`src/rtl/core/rmv_pkg.sv`:
```
// ----------------------------------------------------------------------------
// rmv_pkg
// shared types and constants for the running mean / variance block
// ----------------------------------------------------------------------------
package rmv_pkg;

  localparam int unsigned CountBitsDefault  = 32;
  localparam int unsigned SampleBitsDefault = 32;

  typedef enum logic {
    OP_ADD   = 1'b0,
    OP_CLEAR = 1'b1
  } op_e;

  typedef struct packed {
    logic        operation;
    logic [31:0] sample;
  } in_item_t;

  typedef struct packed {
    logic [31:0] count;
    logic [31:0] mean_value;
    logic [63:0] variance;
    logic [31:0] std_dev;
    logic [31:0] std_dev_of_mean;
    logic        spread_valid;
    logic        saturated;
  } out_item_t;

  // command to the shared divide / square root unit
  typedef enum logic [1:0] {
    AU_DIV  = 2'b01,
    AU_SQRT = 2'b10
  } au_op_e;

  typedef struct packed {
    logic   start;
    au_op_e op;
    logic   neg;
  } au_ctl_t;

endpackage

```
`src/rtl/core/rmv_mul.sv`:
```
// ----------------------------------------------------------------------------
// rmv_mul
// 49x49 product shifted right by 32, built from four 32x32 partial products
// over successive cycles, with clipping to all ones
// ----------------------------------------------------------------------------
module rmv_mul
  import rmv_pkg::*;
(
  input  logic        clk_i,
  input  logic        rst_ni,
  input  logic        start_i,
  input  logic [63:0] a_i,
  input  logic [63:0] b_i,
  output logic        done_o,
  output logic [63:0] res_o,
  output logic        clip_o
);

  logic [2:0]  step_q, step_d;
  logic        busy_q, busy_d;
  logic        done_q, done_d;
  logic [63:0] a_q, a_d, b_q, b_d;
  logic [31:0] ma, mb;
  logic [63:0] prod_q;
  logic [66:0] acc_q, acc_d;
  logic        clip_q, clip_d;

  always_comb begin
    unique case (step_q)
      3'd0:    begin ma = a_q[31:0];  mb = b_q[31:0];  end
      3'd1:    begin ma = a_q[63:32]; mb = b_q[31:0];  end
      3'd2:    begin ma = a_q[31:0];  mb = b_q[63:32]; end
      default: begin ma = a_q[63:32]; mb = b_q[63:32]; end
    endcase
  end

  // product registered, then added into the accumulator
  always_ff @(posedge clk_i) begin
    prod_q <= ma * mb;
    a_q    <= a_d;
    b_q    <= b_d;
    acc_q  <= acc_d;
  end

  always_comb begin
    busy_d = busy_q;
    step_d = step_q;
    a_d    = a_q;
    b_d    = b_q;
    acc_d  = acc_q;
    clip_d = clip_q;
    done_d = 1'b0;
    if (start_i) begin
      busy_d = 1'b1;
      step_d = '0;
      a_d    = a_i;
      b_d    = b_i;
      acc_d  = '0;
      clip_d = 1'b0;
    end else if (busy_q) begin
      step_d = step_q + 3'd1;
      unique case (step_q)
        3'd1:    acc_d = {35'd0, prod_q[63:32]};
        3'd2:    acc_d = acc_q + {3'd0, prod_q};
        3'd3:    acc_d = acc_q + {3'd0, prod_q};
        3'd4: begin
          acc_d = acc_q + {prod_q[34:0], 32'd0};
          if (prod_q[63:32] != 32'd0) clip_d = 1'b1;
        end
        3'd5: begin
          if (acc_q[66:64] != 3'd0) clip_d = 1'b1;
          busy_d = 1'b0;
          done_d = 1'b1;
        end
        default: acc_d = acc_q;
      endcase
    end
  end

  always_ff @(posedge clk_i or negedge rst_ni) begin
    if (!rst_ni) begin
      busy_q <= 1'b0;
      done_q <= 1'b0;
      step_q <= '0;
      clip_q <= 1'b0;
    end else begin
      busy_q <= busy_d;
      done_q <= done_d;
      step_q <= step_d;
      clip_q <= clip_d;
    end
  end

  assign done_o = done_q;
  assign clip_o = clip_q;
  assign res_o  = clip_q ? '1 : acc_q[63:0];

endmodule

```
`config.mk`:
```
export PLATFORM = sky130hd
export DESIGN_NAME = rmv_mul
export DESIGN_NICKNAME = d
export VERILOG_FILES = /design/src/rtl/core/rmv_pkg.sv /design/src/rtl/core/rmv_mul.sv
export SDC_FILE = /design/constraint.sdc
export NUM_CORES = 2
export LEC_CHECK = 0
export BUFFER_PORTS_ARGS = -buffer_cell sky130_fd_sc_hd__buf_2
export CORE_MARGIN = 2
export CORE_UTILIZATION = 32
export CTS_CLUSTER_DIAMETER = 150
export DETAILED_ROUTE_END_ITERATION = 12
export PLACE_DENSITY = 0.51
export REMOVE_ABC_BUFFERS = 1
export SYNTH_ARGS = -nofsm -noshare
export SYNTH_HDL_FRONTEND = slang
export SYNTH_SLANG_ARGS = --single-unit
export TNS_END_PERCENT = 1
```
`constraint.sdc`:
```
create_clock -name clk_i -period 11.73 [get_ports clk_i]
set_clock_uncertainty 0.1 [all_clocks]
set_input_delay 2.346 -clock clk_i [delete_from_list [all_inputs] [get_ports clk_i]]
set_output_delay 2.346 -clock clk_i [all_outputs]
set_load 0.005 [all_outputs]
```
==> flow_metrics.env <==
export IMPL_status="completed"
export IMPL_syn_to_final_growth_pct=10.0
export IMPL_period_minus_slack_ns=10.24
export IMPL_placementRows=141
export IMPL_wl_met2_um=79400
export IMPL_drv_cap=0
export IMPL_multi_input_area_um2=36900
export IMPL_worst_slew_pin_slew_ns=1.24
export IMPL_hold_viol=0
export IMPL_placed_area_um2=50900
export IMPL_rsz0062_at_grt="false"
export IMPL_avgViaCountPerCell=5.24
export IMPL_gr_total_overflow=0
export IMPL_io_pins=197
export IMPL_h_tree_depth=2
export IMPL_final_common_cell="fa_1"
export IMPL_start_util_pct=32.2
export IMPL_synth_top_area_share_pct=37.8
export IMPL_die_area_um2=152000
export IMPL_r2r_start="step_q[0]"
export IMPL_ys_flop_type="dfxtp_1"
export IMPL_fmax_mhz=97.7
export IMPL_ff_latch_area_um2=6620
export IMPL_die_w_um=389
export IMPL_critPathCaptureType="flip-flop"
export IMPL_core_um2=148000
export IMPL_synth_seq_cells=265
export IMPL_cts_root_buf="clkbuf_16"
export IMPL_fillers=15200
export IMPL_cts_setup_buffers=0
export IMPL_path_common_cell="fa_1"
export IMPL_synthArstFlopShare_pct=2.26
export IMPL_rr_endpoint="prod_q[56]"
export IMPL_gp_congestion=0.949
export IMPL_ys_types=98
export IMPL_fin_nets=6703
export IMPL_yosysWarnings=0
export IMPL_avgSynthCellArea_um2=9.07
export IMPL_grt_pass1_vias=39900
export IMPL_highest_layer="met5"
export IMPL_timing_final_crit_share_pct=87.3
export IMPL_cp_max_fo=20
export IMPL_drt_pre_antenna_iters=6
export IMPL_crit_start="step_q[0]"
export IMPL_stdcell_area_um2=52300
export IMPL_critPathArrivalTime_ns=10.67
export IMPL_wl_met1_um=75800
export IMPL_cts_buffers=38
export IMPL_cts_sinks=265
export IMPL_clockBufferDepth=3
export IMPL_die_y_um=389
export IMPL_grt_max_degree=85
export IMPL_layout_drive_gt1_share_pct=10.8
export IMPL_cts_tree="done"
export IMPL_grt_total_usage_pct=23.5
export IMPL_hold_class="flip-flop to flip-flop"
export IMPL_drc_errors=0
export IMPL_cts_hold_buf=0
export IMPL_dp_hpwl_um=140000
export IMPL_synth_top_area_cell="fa_1"
export IMPL_drt_initial_drc_count=3273
export IMPL_detail_route_antenna_nets=0
export IMPL_final_cell_mix="898 x fa_1, 874 x inv_1, 708 x nor2_1"
export IMPL_fin_setup_tns_ns=0
export IMPL_rrSetupSlack_ns=1.49
export IMPL_slew_headroom_pct=15.4
export IMPL_crit_path_end="prod_q[56]"
export IMPL_critPathKind="flip-flop to flip-flop"
export IMPL_netlist_instances=5240
export IMPL_met3WireLength_um=15700
export IMPL_syn_cell_area_um2=47500
export IMPL_reg2regPathDepth=28
export IMPL_ys_seq_area_share_pct=13.9
export IMPL_setup_viol=0
export IMPL_cts_resized=0
export IMPL_startpoint_type="flip-flop"
export IMPL_numPortBuffers=196
export IMPL_critical_path_max_stage_delay_ns=0.88
export IMPL_final_util_pct=35.4
export IMPL_wl_per_cell_um=24.4
export IMPL_cp_required_ns=12.17
export IMPL_wl_um=177000
export IMPL_synth_enable_flop_cells=128
export IMPL_slew_viol_final=0
export IMPL_antenna_found_initial=5
export IMPL_synthTopCellsByArea="fa_1 38%, ha_1 9.6%, edfxtp_1 8.1%"
export IMPL_critPathSlowestCell="mux2i_2"
export IMPL_grt_pass1_wl_um=263000
export IMPL_num_vias=38100
export IMPL_clk_pin_slew_ns=0.06
export IMPL_clk_latency_ns=0.62
-- area by class of cell --
| type | count | share of cell area, % |
|---|---|---|
| antenna | 2 | 0.00957 |
| timing repair buffer | 291 | 3.32 |
| sequential | 265 | 12.7 |
| clock inverter | 23 | 0.565 |
| inverter | 874 | 6.27 |
| tap | 1930 | 4.62 |
| clock buffer | 46 | 2.01 |
| multi-input combinational | 3838 | 70.6 |
-- how the worst min path moves through the flow --
stage,depth (start not counted),start,slack (ns),endpoint
floorplan,2,acc_q[23],0.34,acc_q[23]
global placement,2,clip_o,0.38,clip_o
detailed placement,2,clip_o,0.40,clip_o
CTS,2,clip_o,0.41,clip_o
global route,2,clip_o,0.42,clip_o
finish,2,clip_o,0.40,clip_o
-- layer usage --
metal  vias up  global-route usage [%]
met2      1666                    37.5
met1     19400                    31.9
li1      16700                       -
met5         -                       0
met3       288                    4.84
met4         4                    7.39
-- flip-flops by register name (all words and copies together), names as in the netlist --
name / count
clip_o: 1
a_q: 64
prod_q: 64
busy_q: 1
done_o: 1
step_q: 3
b_q: 64
acc_q: 67
-- synth_stat cells (35+ instances only) --
cell	number
a21o_1	93
a21oi_1	177
clkbuf_1	221
dfxtp_1	131
edfxtp_1	128
fa_1	898
ha_1	366
inv_1	874
mux2_2	63
mux2i_1	62
nand2_1	607
nand3_1	41
nand4_1	35
nor2_1	708
nor3_1	58
o21ai_0	89
or2_2	68
xnor2_1	98
xor2_1	47
-- kinds of logic after synthesis --
| kind of cell | synth area share, % |
|---|---|
| xor+xnor | 2.67 |
| buf+inv | 9.05 |
| flops | 13.9 |
| compound gates | 9.50 |
| fa+ha+maj | 47.5 |
| mux | 2.80 |
| simple gates | 14.6 |
-- through the flow --
stage / hold slack [ns] / std cells / setup WS (ns)
finish: 0.405 / 7269 / 1.49
global route: 0.423 / 7267 / 1.14
CTS: 0.411 / 7267 / 1.65
detailed placement: 0.397 / 7198 / 1.67
global placement: 0.384 / 7197 / 1.66
floorplan: 0.338 / 4977 / -3.33
-- critical path, delay by kind of cell (launching register included) --
| kind | cells | cell delay, ns |
|---|---|---|
| fa+ha+maj | 10 | 4.72 |
| compound gates | 6 | 2.03 |
| simple gates | 6 | 0.98 |
| buf+inv | 5 | 0.98 |
| mux | 1 | 0.88 |
| flops | 1 | 0.41 |
Power is not shown: default switching activity piles up to over one toggle a cycle in this logic, so the estimate is an artifact.
