`config.mk`:
```
export PLATFORM = sky130hd
export DESIGN_NAME = rmv_arith
export DESIGN_NICKNAME = d
export VERILOG_FILES = /design/src/rtl/core/rmv_pkg.sv /design/src/rtl/core/rmv_arith.sv
export SDC_FILE = /design/constraint.sdc
export NUM_CORES = 1
export LEC_CHECK = 0
export BUFFER_PORTS_ARGS = -buffer_cell sky130_fd_sc_hd__buf_2
export CORE_MARGIN = 2
export CORE_UTILIZATION = 35
export DETAILED_ROUTE_END_ITERATION = 10
export GPL_TIMING_DRIVEN = 0
export PLACE_DENSITY_LB_ADDON = 0.05
export SYNTH_ARGS = -nofsm -noshare
export SYNTH_HDL_FRONTEND = slang
export SYNTH_SLANG_ARGS = --single-unit
```
`constraint.sdc`:
```
create_clock -name clk_i -period 8.56 [get_ports clk_i]
set_input_delay 1.284 -clock clk_i [delete_from_list [all_inputs] [get_ports clk_i]]
set_output_delay 1.284 -clock clk_i [all_outputs]
set_load 0.1 [all_outputs]
```
`src/rtl/core/rmv_pkg.sv`:
```
// ----------------------------------------------------------------------------
// rmv_pkg
// shared types and constants for the running mean / variance block
// ----------------------------------------------------------------------------
package rmv_pkg;

  localparam int unsigned CountBitsDefault  = 32;
  localparam int unsigned SampleBitsDefault = 32;

  typedef enum logic {
    OP_ADD   = 1'b0,
    OP_CLEAR = 1'b1
  } op_e;

  typedef struct packed {
    logic        operation;
    logic [31:0] sample;
  } in_item_t;

  typedef struct packed {
    logic [31:0] count;
    logic [31:0] mean_value;
    logic [63:0] variance;
    logic [31:0] std_dev;
    logic [31:0] std_dev_of_mean;
    logic        spread_valid;
    logic        saturated;
  } out_item_t;

  // command to the shared divide / square root unit
  typedef enum logic [1:0] {
    AU_DIV  = 2'b01,
    AU_SQRT = 2'b10
  } au_op_e;

  typedef struct packed {
    logic   start;
    au_op_e op;
    logic   neg;
  } au_ctl_t;

endpackage

```
`src/rtl/core/rmv_arith.sv`:
```
// ----------------------------------------------------------------------------
// rmv_arith
// shared iterative unit: 64-bit restoring divide and 64-bit integer sqrt
// ----------------------------------------------------------------------------
module rmv_arith
  import rmv_pkg::*;
(
  input  logic        clk_i,
  input  logic        rst_ni,
  input  au_ctl_t     ctl_i,
  input  logic [63:0] opa_i,
  input  logic [63:0] opb_i,
  output logic        done_o,
  output logic [63:0] res_o
);

  logic        busy_q, busy_d;
  au_op_e      op_q, op_d;
  logic        neg_q, neg_d;
  logic [5:0]  step_q, step_d;
  logic [63:0] num_q, num_d;
  logic [63:0] den_q, den_d;
  logic [64:0] rem_q, rem_d;
  logic [63:0] quo_q, quo_d;
  logic        done_q, done_d;

  logic [64:0] rem_sh;
  logic [64:0] trial;
  logic [65:0] sq_rem;
  logic [65:0] sq_try;

  always_comb begin
    busy_d = busy_q;
    op_d   = op_q;
    neg_d  = neg_q;
    step_d = step_q;
    num_d  = num_q;
    den_d  = den_q;
    rem_d  = rem_q;
    quo_d  = quo_q;
    done_d = 1'b0;
    rem_sh = '0;
    trial  = '0;
    sq_rem = '0;
    sq_try = '0;
    if (ctl_i.start) begin
      busy_d = 1'b1;
      op_d   = ctl_i.op;
      neg_d  = ctl_i.neg;
      step_d = '0;
      num_d  = opa_i;
      den_d  = opb_i;
      rem_d  = '0;
      quo_d  = '0;
    end else if (busy_q) begin
      unique case (op_q)
        AU_DIV: begin
          // one quotient bit per cycle
          rem_sh = {rem_q[63:0], num_q[63]};
          trial  = rem_sh - {1'b0, den_q};
          num_d  = {num_q[62:0], 1'b0};
          if (!trial[64]) begin
            rem_d = trial;
            quo_d = {quo_q[62:0], 1'b1};
          end else begin
            rem_d = rem_sh;
            quo_d = {quo_q[62:0], 1'b0};
          end
        end
        default: begin
          // one root bit per cycle, two radicand bits in
          sq_rem = {rem_q[63:0], num_q[63:62]};
          sq_try = sq_rem - {quo_q, 2'b01};
          num_d  = {num_q[61:0], 2'b00};
          if (!sq_try[65]) begin
            rem_d = sq_try[64:0];
            quo_d = {quo_q[62:0], 1'b1};
          end else begin
            rem_d = sq_rem[64:0];
            quo_d = {quo_q[62:0], 1'b0};
          end
        end
      endcase
      step_d = step_q + 6'd1;
      if ((op_q == AU_DIV && step_q == 6'd63) || (op_q != AU_DIV && step_q == 6'd31)) begin
        busy_d = 1'b0;
        done_d = 1'b1;
      end
    end
  end

  always_ff @(posedge clk_i or negedge rst_ni) begin
    if (!rst_ni) begin
      busy_q <= 1'b0;
      done_q <= 1'b0;
      step_q <= '0;
      op_q   <= AU_DIV;
      neg_q  <= 1'b0;
    end else begin
      busy_q <= busy_d;
      done_q <= done_d;
      step_q <= step_d;
      op_q   <= op_d;
      neg_q  <= neg_d;
    end
  end

  always_ff @(posedge clk_i) begin
    num_q <= num_d;
    den_q <= den_d;
    rem_q <= rem_d;
    quo_q <= quo_d;
  end

  assign done_o = done_q;
  assign res_o  = neg_q ? (~quo_q + 64'd1) : quo_q;

endmodule

```
==> impl_metrics.py, run 1 <==
metrics = {
    "setup_path": {
        "worstPathRequired_ns": 7.28,
        "cp_top_family": "simple AND/OR/NAND/NOR gates",
        "path_buf_inv": 2,
        "cp.arrival_ns": 4.87,
        "cpMostUsedCell": "or4_4",
        "crit_type": "reg -> out",
        "slowest_delay_ns": 0.55,
        "cp-start-kind": "flip-flop",
        "end_kind": "primary output",
        "slowest_stage": "or4_4",
        "crit_chain": "clkbuf_2, or4_4, or4_4, nor4_4, nand3_2, nor3_2, nand2_1, or4_4, or2_1, or3_4, o31ai_4, xnor2_1, buf_2",
        "cp_max_fo": 7,
    },
    "timing": {
        "rsz0062_at_grt": "no",
        "fin_hold_ws_ns": 0.531,
        "finClkSkew_ns": 0.0196,
        "hold_viol_final": 0,
        "period_share_pct": 71.9,
        "setup_viol": 0,
        "finalCriticalPeriod_ns": 6.16,
        "max_freq_mhz": 162,
        "maxSlewViolCount": 0,
        "fin_tns_setup_ns": 0,
        "max_slew_margin_pct": 23.2,
        "worst_slew_pin_slew_ns": 1.12,
    },
    "clocking": {
        "clock_sink_count": 267,
        "cts_tree": "built",
        "cts_root_buf": "clkbuf_16",
        "ctsHoldBuffers": 0,
        "cts_resized": 0,
        "clock_latency_ns": 0.56,
        "cts_max_path_buffers": 3,
        "htree_levels": 2,
        "cts_buffers": 34,
        "clkTransAtPathRegs_ns": 0.06,
        "cts_setup_buffers": 0,
    },
    "cells_and_area": {
        "layout.nets": 3096,
        "utilization_pct": 40.3,
        "fill_cells": 6303,
        "seq_area_sq_mm": 0.00668,
        "final_cells": 3638,
        "multi_input_area_sq_mm": 0.0132,
        "area_growth_pct": 14.6,
        "n_antenna_cell": 0,
        "drive_above_1_share_pct": 9.84,
    },
    "yosys": {
        "ys.flop_type": "edfxtp_1",
        "syn-instance-count": 2595,
        "synth_warnings": 0,
        "ys_async_sr_fraction_pct": 4.12,
        "synth_edf_count": 128,
        "seq_area_frac_synth_pct": 31.6,
        "synth_compound_area_share_pct": 24.2,
        "synthAdderAreaFrac_pct": 7.80,
        "syn-num-nets": 2860,
        "avgSynthCellArea_sq_um": 8.14,
        "synth_simple_gate_area_share_pct": 16.6,
        "ys_types": 80,
        "ys_seq_elements": 267,
        "synthXorXnorAreaFrac_pct": 7.22,
        "synth.cell_area_sq_mm": 0.0211,
        "synth_top_family_by_area": "compound AO/OA/AOI/OAI gates",
        "synth.area.mux_share_pct": 6.68,
    },
    "grt": {
        "grt_pass1_vias": 20600,
        "gr-usage-met2_pct": 44.7,
        "busiest_layer": "met2",
        "antenna_found_initial": 0,
        "grtUsageMet1_pct": 30.7,
        "grt_pass1_wl_microns": 121000,
        "grt_use_met3_pct": 4.03,
        "grt_max_degree": 59,
        "overflow": 0,
        "grt_usage_pct": 25.2,
    },
    "power": {
        "leakagePower_nw": 10.6,
        "power_w": 0.00958,
        "vdd_drop_max_mv": 0.252,
        "powerDensity_mw_per_mm2": 396,
    },
    "floorplanning": {
        "die_w_microns": 250,
        "core_sq_mm": 0.0600,
        "row_count": 90,
        "initial_core_util_pct": 35.2,
        "io_pins": 199,
        "die-area_sq_mm": 0.0623,
        "die_h_microns": 250,
    },
    "place": {
        "placedCellCount": 3577,
        "dpl.hpwl_microns": 65400,
        "gp_congestion": 0.892,
        "port_buffers": 198,
    },
    "drt": {
        "antenna_left": 0,
        "drc": 0,
        "drt_pre_antenna_iters": 6,
        "routed_wl_microns": 80600,
        "num_vias": 20500,
        "initialDrtViolationCount": 1370,
        "viasPerCell": 5.63,
        "wire_per_inst_microns": 22.2,
    },
    "hold_path": {
        "hold_class": "reg -> reg",
    },
    "flow_run": {
        "cap_violations": 0,
    },
    "status": {
        "status": "completed",
    },
}
layer usage:
| metal | share of wire (%) | vias up |
|---|---|---|
| met5 | 0 | - |
| met4 | 3.5 | 0 |
| met3 | 5.3 | 142 |
| met2 | 49 | 596 |
| met1 | 42 | 9780 |
| li1 | - | 9946 |
metrics by stage:
| step | setup slack, ns | cell area, sq um |
|---|---|---|
| global route | 2.13 | 24200 |
| floorplan | 3.14 | 21100 |
| detailed placement | 2.64 | 23100 |
| global placement | 2.62 | 23100 |
| finish | 2.40 | 24200 |
| CTS | 2.40 | 24200 |
path summary, 6_finish.rpt:
| path | endpoint | depth (start not counted) | slack, ns | from |
|---|---|---|---|---|
| max | res_o[58] | 13 | 2.40 | quo_q[13] |
| min reg2reg | quo_q[1] | 2 | 0.53 | quo_q[1] |
| max in group asynchronous | op_q[0] | 1 | 7.68 | rst_ni |
| min | quo_q[1] | 2 | 0.53 | quo_q[1] |
| min in group asynchronous | op_q[1] | 1 | 0.60 | rst_ni |
| max reg2reg | rem_q[52] | 17 | 2.43 | num_q[63] |
kinds of logic after synthesis:
kind of cell,after synthesis
flip-flops,267
multiplexers,140
AND/OR/NAND/NOR,764
adder cells (fa/ha/maj),131
XOR/XNOR,174
buffers and inverters,323
AO/OA/AOI/OAI,796
Yosys cell counts (all sizes together) (6+ instances only):
cell type    n  share of area [%]
and2        11               0.33
a21oi      201                4.8
a211oi      76                2.7
a21o        56                2.0
o21a        16               0.57
a21boi       7               0.25
inv        162                2.9
xor2        46                1.9
ha         130                7.7
clkbuf     133                2.4
o21ai      196                4.6
o21bai      22               0.78
o22ai        9               0.27
nand2b      24               0.71
mux2i      132                6.3
a2111oi     10               0.41
o211ai      36                1.3
edfxtp     128                 18
nor4        12               0.43
nand3       48                1.2
o311ai      12               0.50
dfxtp      128                 12
o41ai        8               0.33
xnor2      128                5.3
nor2       217                3.9
a31oi       23               0.68
or2         10               0.30
nand4       48                1.4
mux2         8               0.43
or3         24               0.73
dfrtp       10                1.2
nor2b       14               0.41
a211o        6               0.25
a311oi       8               0.33
nand2      275                4.9
or4          6               0.27
buf         28               0.55
nor3        35               0.85
o31ai       54                2.0
a32o        12               0.57
and3        29               0.86
flip-flops by register name (all words and copies together), names as in the netlist, 2 cells and up:
register and cells:
quo_q 64, rem_q 64, num_q 64, den_q 64
step_q 6, op_q 2
power breakdown:
part / leakage, nW / switching, W / internal, W / total, W
sequential: 2.52 / 0.000344 / 0.00153 / 0.00188
clock: 0.505 / 0.000593 / 0.000807 / 0.00140
combinational: 7.62 / 0.00432 / 0.00198 / 0.00630
total: 10.6 / 0.00526 / 0.00432 / 0.00958
cell usage in the layout, fill, tap and decap left out, drive strengths merged, types with 9 or more instances in the layout:
cell     instances
nor3            35
o21ai          196
a21o            56
xor2            46
ha             130
edfxtp         128
a211oi          76
a31oi           23
nand3           48
inv            163
o22ai            9
dfxtp          128
a2111oi         10
xnor2          128
a32o            12
nand4           48
nor2b           14
nand2b          24
or2             10
mux2i          132
o21a            16
clkbuf         179
o31ai           54
or3             24
nor4            12
and3            29
and2            11
o311ai          12
o211ai          36
buf            228
a21oi          201
nor2           217
dfrtp           10
clkinv           9
o21bai          22
nand2          275
worst min-delay path, delay by kind of cell (launching register included):
family	cells	cell delay [ns]
and+or+nand+nor	1	0.07
muxes	1	0.08
DFF	1	0.35
area by class of cell:
cell class	instances	share of cell area (%)
Clock inverter	15	0.445
Tap cell	782	4.04
Sequential cell	267	27.6
Timing Repair Buffer	200	4.30
Clock buffer	46	3.92
Multi-Input combinational cell	2005	54.6
Buffer	161	2.55
Inverter	162	2.51
Note: power is estimated with default switching activity, not from simulation.
==> run 2, diff against run 1 <==
==> constraint.sdc (replaced) <==
create_clock -name clk_i -period 5.65 [get_ports clk_i]
set_input_delay 0.8475 -clock clk_i [delete_from_list [all_inputs] [get_ports clk_i]]
set_output_delay 0.8475 -clock clk_i [all_outputs]
set_load 0.1 [all_outputs]
==> run 2 against run 1 <==
Compared with the run above:
- total power is 52% higher
- hold slack worse by 0.37 ns
- worst setup slack worse by 2.2 ns
- clock-buffer cell count stayed put
- combinational power is 53% higher
- die area stayed put
- final cell count hardly changed
- global-route usage stayed put
- design area is 0.35% higher
- clock skew is 0.0016 ns higher
- critical path type unchanged
- critical endpoint unchanged
- largest power group unchanged
- highest routed layer unchanged
==> impl_metrics.py, run 2 (synthesis gave the netlist of run 1 again) <==
metrics = {
    "status": {
        "status": "completed",
    },
    "timing": {
        "period_share_pct": 96.1,
        "rsz0062_at_grt": "no",
        "fin_hold_ws_ns": 0.165,
        "finClkSkew_ns": 0.0213,
        "setup_viol": 0,
        "worst_slew_pin_slew_ns": 1.07,
        "max_freq_mhz": 184,
        "maxSlewViolCount": 0,
        "finalCriticalPeriod_ns": 5.43,
        "max_slew_margin_pct": 26.8,
        "fin_tns_setup_ns": 0,
        "finalWorstSetupSlack_ns": 0.219,
        "hold_viol_final": 0,
    },
    "setup_path": {
        "regToRegStartpoint": "quo_q[0]",
        "end_kind": "primary output",
        "ff2ff_setup_slack_ns": 0.35,
        "reg2reg_to": "rem_q[46]",
        "cp.arrival_ns": 4.58,
        "reg2reg_depth": 15,
        "worstPathRequired_ns": 4.80,
        "crit_type": "reg -> out",
        "cp-start-kind": "flip-flop",
        "cp_max_fo": 7,
    },
    "clocking": {
        "clock_latency_ns": 0.56,
        "ctsHoldBuffers": 0,
        "clock_sink_count": 267,
        "htree_levels": 2,
        "cts_tree": "built",
        "cts_max_path_buffers": 3,
        "cts_root_buf": "clkbuf_16",
        "cts_buffers": 34,
        "clkTransAtPathRegs_ns": 0.06,
    },
    "cells_and_area": {
        "utilization_pct": 40.4,
        "layout.nets": 3098,
        "drive_above_1_share_pct": 10.1,
        "layout_commonest_cell": "nand2_1",
        "final_cells": 3640,
        "n_antenna_cell": 0,
        "final_cell_mix": "nand2_1, nor2_1, a21oi_1",
        "area_growth_pct": 15.0,
    },
    "power": {
        "vdd_drop_max_mv": 0.385,
        "powerDensity_mw_per_mm2": 601,
        "leakagePower_nw": 10.7,
    },
    "flow_run": {
        "cap_violations": 0,
    },
    "grt": {
        "antenna_found_initial": 0,
        "grtUsageMet1_pct": 30.7,
        "busiest_layer": "met2",
        "grt_use_met3_pct": 4.03,
        "overflow": 0,
        "gr-usage-met2_pct": 44.7,
        "grt_max_degree": 59,
        "grt_pass1_vias": 20600,
        "grt_pass1_wl_microns": 121000,
        "grt_usage_pct": 25.2,
    },
    "drt": {
        "routed_wl_microns": 80800,
        "num_vias": 20600,
        "antenna_left": 0,
        "wire_per_inst_microns": 22.2,
        "viasPerCell": 5.65,
        "drc": 0,
        "initialDrtViolationCount": 1446,
        "drt_pre_antenna_iters": 8,
    },
    "place": {
        "placedCellCount": 3577,
        "gp_congestion": 0.892,
        "port_buffers": 198,
        "dp_slack_ns": -0.269,
        "dpl.hpwl_microns": 65400,
    },
    "hold_path": {
        "hold_class": "in -> async",
    },
    "floorplanning": {
        "initial_core_util_pct": 35.2,
        "io_pins": 199,
        "die-area_sq_mm": 0.0623,
        "row_count": 90,
        "die_w_microns": 250,
        "core_sq_mm": 0.0600,
        "die_h_microns": 250,
    },
}
==> run 2: cell type report <==
cell class / count / area [sq um]
Sequential cell: 267 / 6680
Clock inverter: 15 / 108
Inverter: 162 / 608
Clock buffer: 46 / 947
Fill cell: 6294 / 35700
Buffer: 161 / 619
Timing Repair Buffer: 202 / 1080
Multi-Input combinational cell: 2005 / 13200
Tap cell: 782 / 978
==> run 2: how the worst max path moves through the flow <==
| stage | from | endpoint | slack, ns | cells after the start |
|---|---|---|---|---|
| 2_1_floorplan | quo_q[12] | res_o[58] | 0.67 | 12 |
| 5_1_grt | quo_q[13] | res_o[58] | 0.002 | 13 |
| 4_1_cts | quo_q[13] | res_o[56] | 0.04 | 13 |
| 3_3_place_gp | num_q[63] | rem_q[52] | -0.29 | 17 |
| 3_5_place_dp | num_q[63] | rem_q[52] | -0.27 | 17 |
| 6_report | quo_q[13] | res_o[58] | 0.22 | 13 |
==> run 2: power breakdown <==
| part | switching, W | internal [W] | total (W) |
|---|---|---|---|
| combinational | 0.00657 | 0.00305 | 0.00961 |
| clock | 0.000904 | 0.00122 | 0.00213 |
| sequential | 0.000523 | 0.00232 | 0.00285 |
| total | 0.00799 | 0.00659 | 0.0146 |
==> run 2: timing repair <==
action | 4_1_cts | 5_1_grt
setup endpoints to repair | 20 | 44
resized for setup | 5 | 15
pin swaps | 0 | 2
setup buffers | 0 | 2
==> run 2: through the flow <==
step	area, sq um	total power [W]
2_1_floorplan	21100	0.00959
3_3_place_gp	23100	0.0123
3_5_place_dp	23100	0.0123
4_1_cts	24200	0.0145
5_1_grt	24300	0.0155
6_report	24300	0.0146
==> run 2: per-layer routing <==
metal	vias up	routed length, microns
met5	-	0
met4	0	2940
met3	151	4630
met2	657	39300
met1	9808	33900
li1	9947	-
==> run 2: worst max-delay path, cell delays in order, from the launching register on <==
cell and delay, ns:
dfxtp_1 0.29, clkbuf_2 0.15, or4_4 0.55, or4_4 0.46
nor4_4 0.27, nand3_2 0.21, nor3_4 0.26, nand2_1 0.12
or4_4 0.44, or2_1 0.28, or3_4 0.39, o31ai_4 0.18
xnor2_1 0.17, buf_6 0.26
==> run 3, diff against run 2 <==
--- a/config.mk
+++ b/config.mk
@@ -6,7 +6,7 @@
 export NUM_CORES = 1
 export LEC_CHECK = 0
 export BUFFER_PORTS_ARGS = -buffer_cell sky130_fd_sc_hd__buf_2
-export CORE_MARGIN = 2
+export CORE_MARGIN = 1
 export CORE_UTILIZATION = 35
 export DETAILED_ROUTE_END_ITERATION = 10
 export GPL_TIMING_DRIVEN = 0
==> run 3 against run 2 <==
Compared with the run above:
- the run now ends with design-rule violations left
- non-clock buffer count down 2
- critical path depth down 2
- clock skew up 0.0069 ns
- largest power group unchanged
- maximum frequency down 0.52%
==> impl_metrics.py, run 3 (synthesis gave the netlist of run 1 again) <==
metrics = {
    "setup_path": {
        "slowest_delay_ns": 0.57,
        "crit_type": "reg -> out",
        "end_kind": "primary output",
        "cp.arrival_ns": 4.61,
        "cp_top_family": "simple AND/OR/NAND/NOR gates",
        "ff2ff_setup_slack_ns": 0.24,
        "slowest_stage": "or3_1",
        "path_buf_inv": 3,
        "reg2reg_to": "rem_q[52]",
        "worstPathRequired_ns": 4.80,
        "cp-start-kind": "flip-flop",
        "cp_max_fo": 7,
        "reg2reg_depth": 17,
        "crit_chain": "clkbuf_2, or4_4, or4_4, or2_2, inv_1, nand4_1, or3_1, or3_1, o41ai_1, xnor2_1, clkbuf_4",
        "regToRegStartpoint": "num_q[63]",
    },
    "power": {
        "power.share.combinational_pct": 65.8,
        "leakagePower_nw": 10.7,
        "p_sw_w": 0.00804,
        "pwr-share-seq_pct": 19.6,
        "clock_power_share_pct": 14.5,
        "internal-power_w": 0.00655,
        "powerDensity_mw_per_mm2": 602,
        "vdd_drop_max_mv": 0.351,
        "p_sw_share_pct": 55.1,
    },
    "drt": {
        "initialDrtViolationCount": 1427,
        "wire_per_inst_microns": 22.3,
        "routed_wl_microns": 80800,
        "num_vias": 20700,
        "antenna_left": 0,
        "viasPerCell": 5.70,
        "drc": 6,
        "drt_pre_antenna_iters": 9,
    },
    "flow_run": {
        "cap_violations": 0,
    },
    "timing": {
        "setup_viol": 0,
        "hold_viol_final": 0,
        "finalWorstSetupSlack_ns": 0.191,
        "max_freq_mhz": 183,
        "max_slew_margin_pct": 21.4,
        "finalCriticalPeriod_ns": 5.46,
        "maxSlewViolCount": 0,
        "worst_slew_pin_slew_ns": 1.18,
        "period_share_pct": 96.6,
        "fin_tns_setup_ns": 0,
        "fin_hold_ws_ns": 0.157,
        "finClkSkew_ns": 0.0281,
    },
    "clocking": {
        "cts_max_path_buffers": 3,
        "htree_levels": 2,
        "cts_buffers": 34,
        "clkTransAtPathRegs_ns": 0.06,
        "cts_tree": "built",
        "cts_setup_buffers": 0,
        "ctsHoldBuffers": 0,
        "cts_root_buf": "clkbuf_16",
        "clock_latency_ns": 0.57,
        "clock_sink_count": 267,
    },
    "cells_and_area": {
        "area_growth_pct": 14.8,
        "final_cell_mix": "nand2_1, nor2_1, a21oi_1",
        "layout_commonest_cell": "nand2_1",
        "final_cells": 3630,
        "n_antenna_cell": 0,
        "layout.nets": 3096,
        "utilization_pct": 40.8,
        "drive_above_1_share_pct": 10.1,
        "fill_cells": 6178,
    },
    "status": {
        "failed_checks": "design-rule violations",
        "status": "finished, violations left",
    },
    "place": {
        "placedCellCount": 3568,
        "port_buffers": 198,
        "gp_congestion": 0.932,
        "dp_slack_ns": -0.319,
        "dpl.hpwl_microns": 65300,
    },
    "floorplanning": {
        "die-area_sq_mm": 0.0613,
        "initial_core_util_pct": 35.6,
        "die_w_microns": 248,
        "io_pins": 199,
        "core_sq_mm": 0.0594,
        "die_h_microns": 248,
        "row_count": 89,
    },
    "hold_path": {
        "hold_class": "in -> async",
    },
    "grt": {
        "grt_usage_pct": 26.1,
        "grt_max_degree": 57,
        "overflow": 0,
        "grt_pass1_wl_microns": 122000,
        "antenna_found_initial": 1,
        "grt_pass1_vias": 20400,
    },
}
## run 3: cell count changes in the layout (fill, tap and decap cells not counted), sizes merged
cell      change
buf           -4
inv           +5
clkinvlp      -3
clkinv        -4
clkbuf        +6
bufinv        -1
## run 3: cell type report
| cell class | count | area, sq um | share of cell area [%] |
|---|---|---|---|
| clock inverters | 12 | 90.1 | 0.372 |
| clock buffers | 50 | 963 | 3.97 |
| inverters | 162 | 608 | 2.51 |
| flip-flops and latches | 267 | 6680 | 27.6 |
| plain buffers | 161 | 619 | 2.56 |
| well taps | 773 | 967 | 3.99 |
| repair buffers | 200 | 1070 | 4.41 |
| multi-input cells | 2005 | 13200 | 54.6 |
## run 3: metal layers
metal  wire [microns]  up-vias  GRT usage (%)
met5                0        -              0
met4             2340        0           7.76
met3             4070      133           2.97
met2            40600      614           47.1
met1            33800     9984           32.2
li1                 -     9961              -
## run 3: per-stage QoR
stage	instance area (sq um)	power, W
after floorplan	21100	0.00959
final	24200	0.0146
after global routing	24200	0.0155
after CTS	24200	0.0145
after detailed placement	23100	0.0123
after global placement	23100	0.0123
## run 3: power groups by stage
| stage | sequential, W | clock, W | combinational [W] |
|---|---|---|---|
| floorplan | 0.00255 | 0 | 0.00704 |
| global placement | 0.00290 | 0 | 0.00941 |
| detailed placement | 0.00289 | 0 | 0.00940 |
| CTS | 0.00286 | 0.00218 | 0.00947 |
| global route | 0.00286 | 0.00226 | 0.0104 |
| finish | 0.00286 | 0.00212 | 0.00961 |
## run 3: what timing repair did
| item | CTS | global route |
|---|---|---|
| setup endpoints to repair | 20 | 22 |
| resized for setup | 6 | 13 |
| pin swaps | 0 | 1 |
## run 3: worst max path at each step
stage	slack, ns	to	cells past startpoint	from
after floorplan	0.67	res_o[58]	12	quo_q[12]
final	0.19	res_o[59]	11	quo_q[13]
after CTS	0.006	res_o[56]	13	quo_q[13]
after global placement	-0.31	rem_q[52]	17	num_q[63]
after detailed placement	-0.32	rem_q[52]	17	num_q[63]
after global routing	-0.007	res_o[62]	13	quo_q[13]
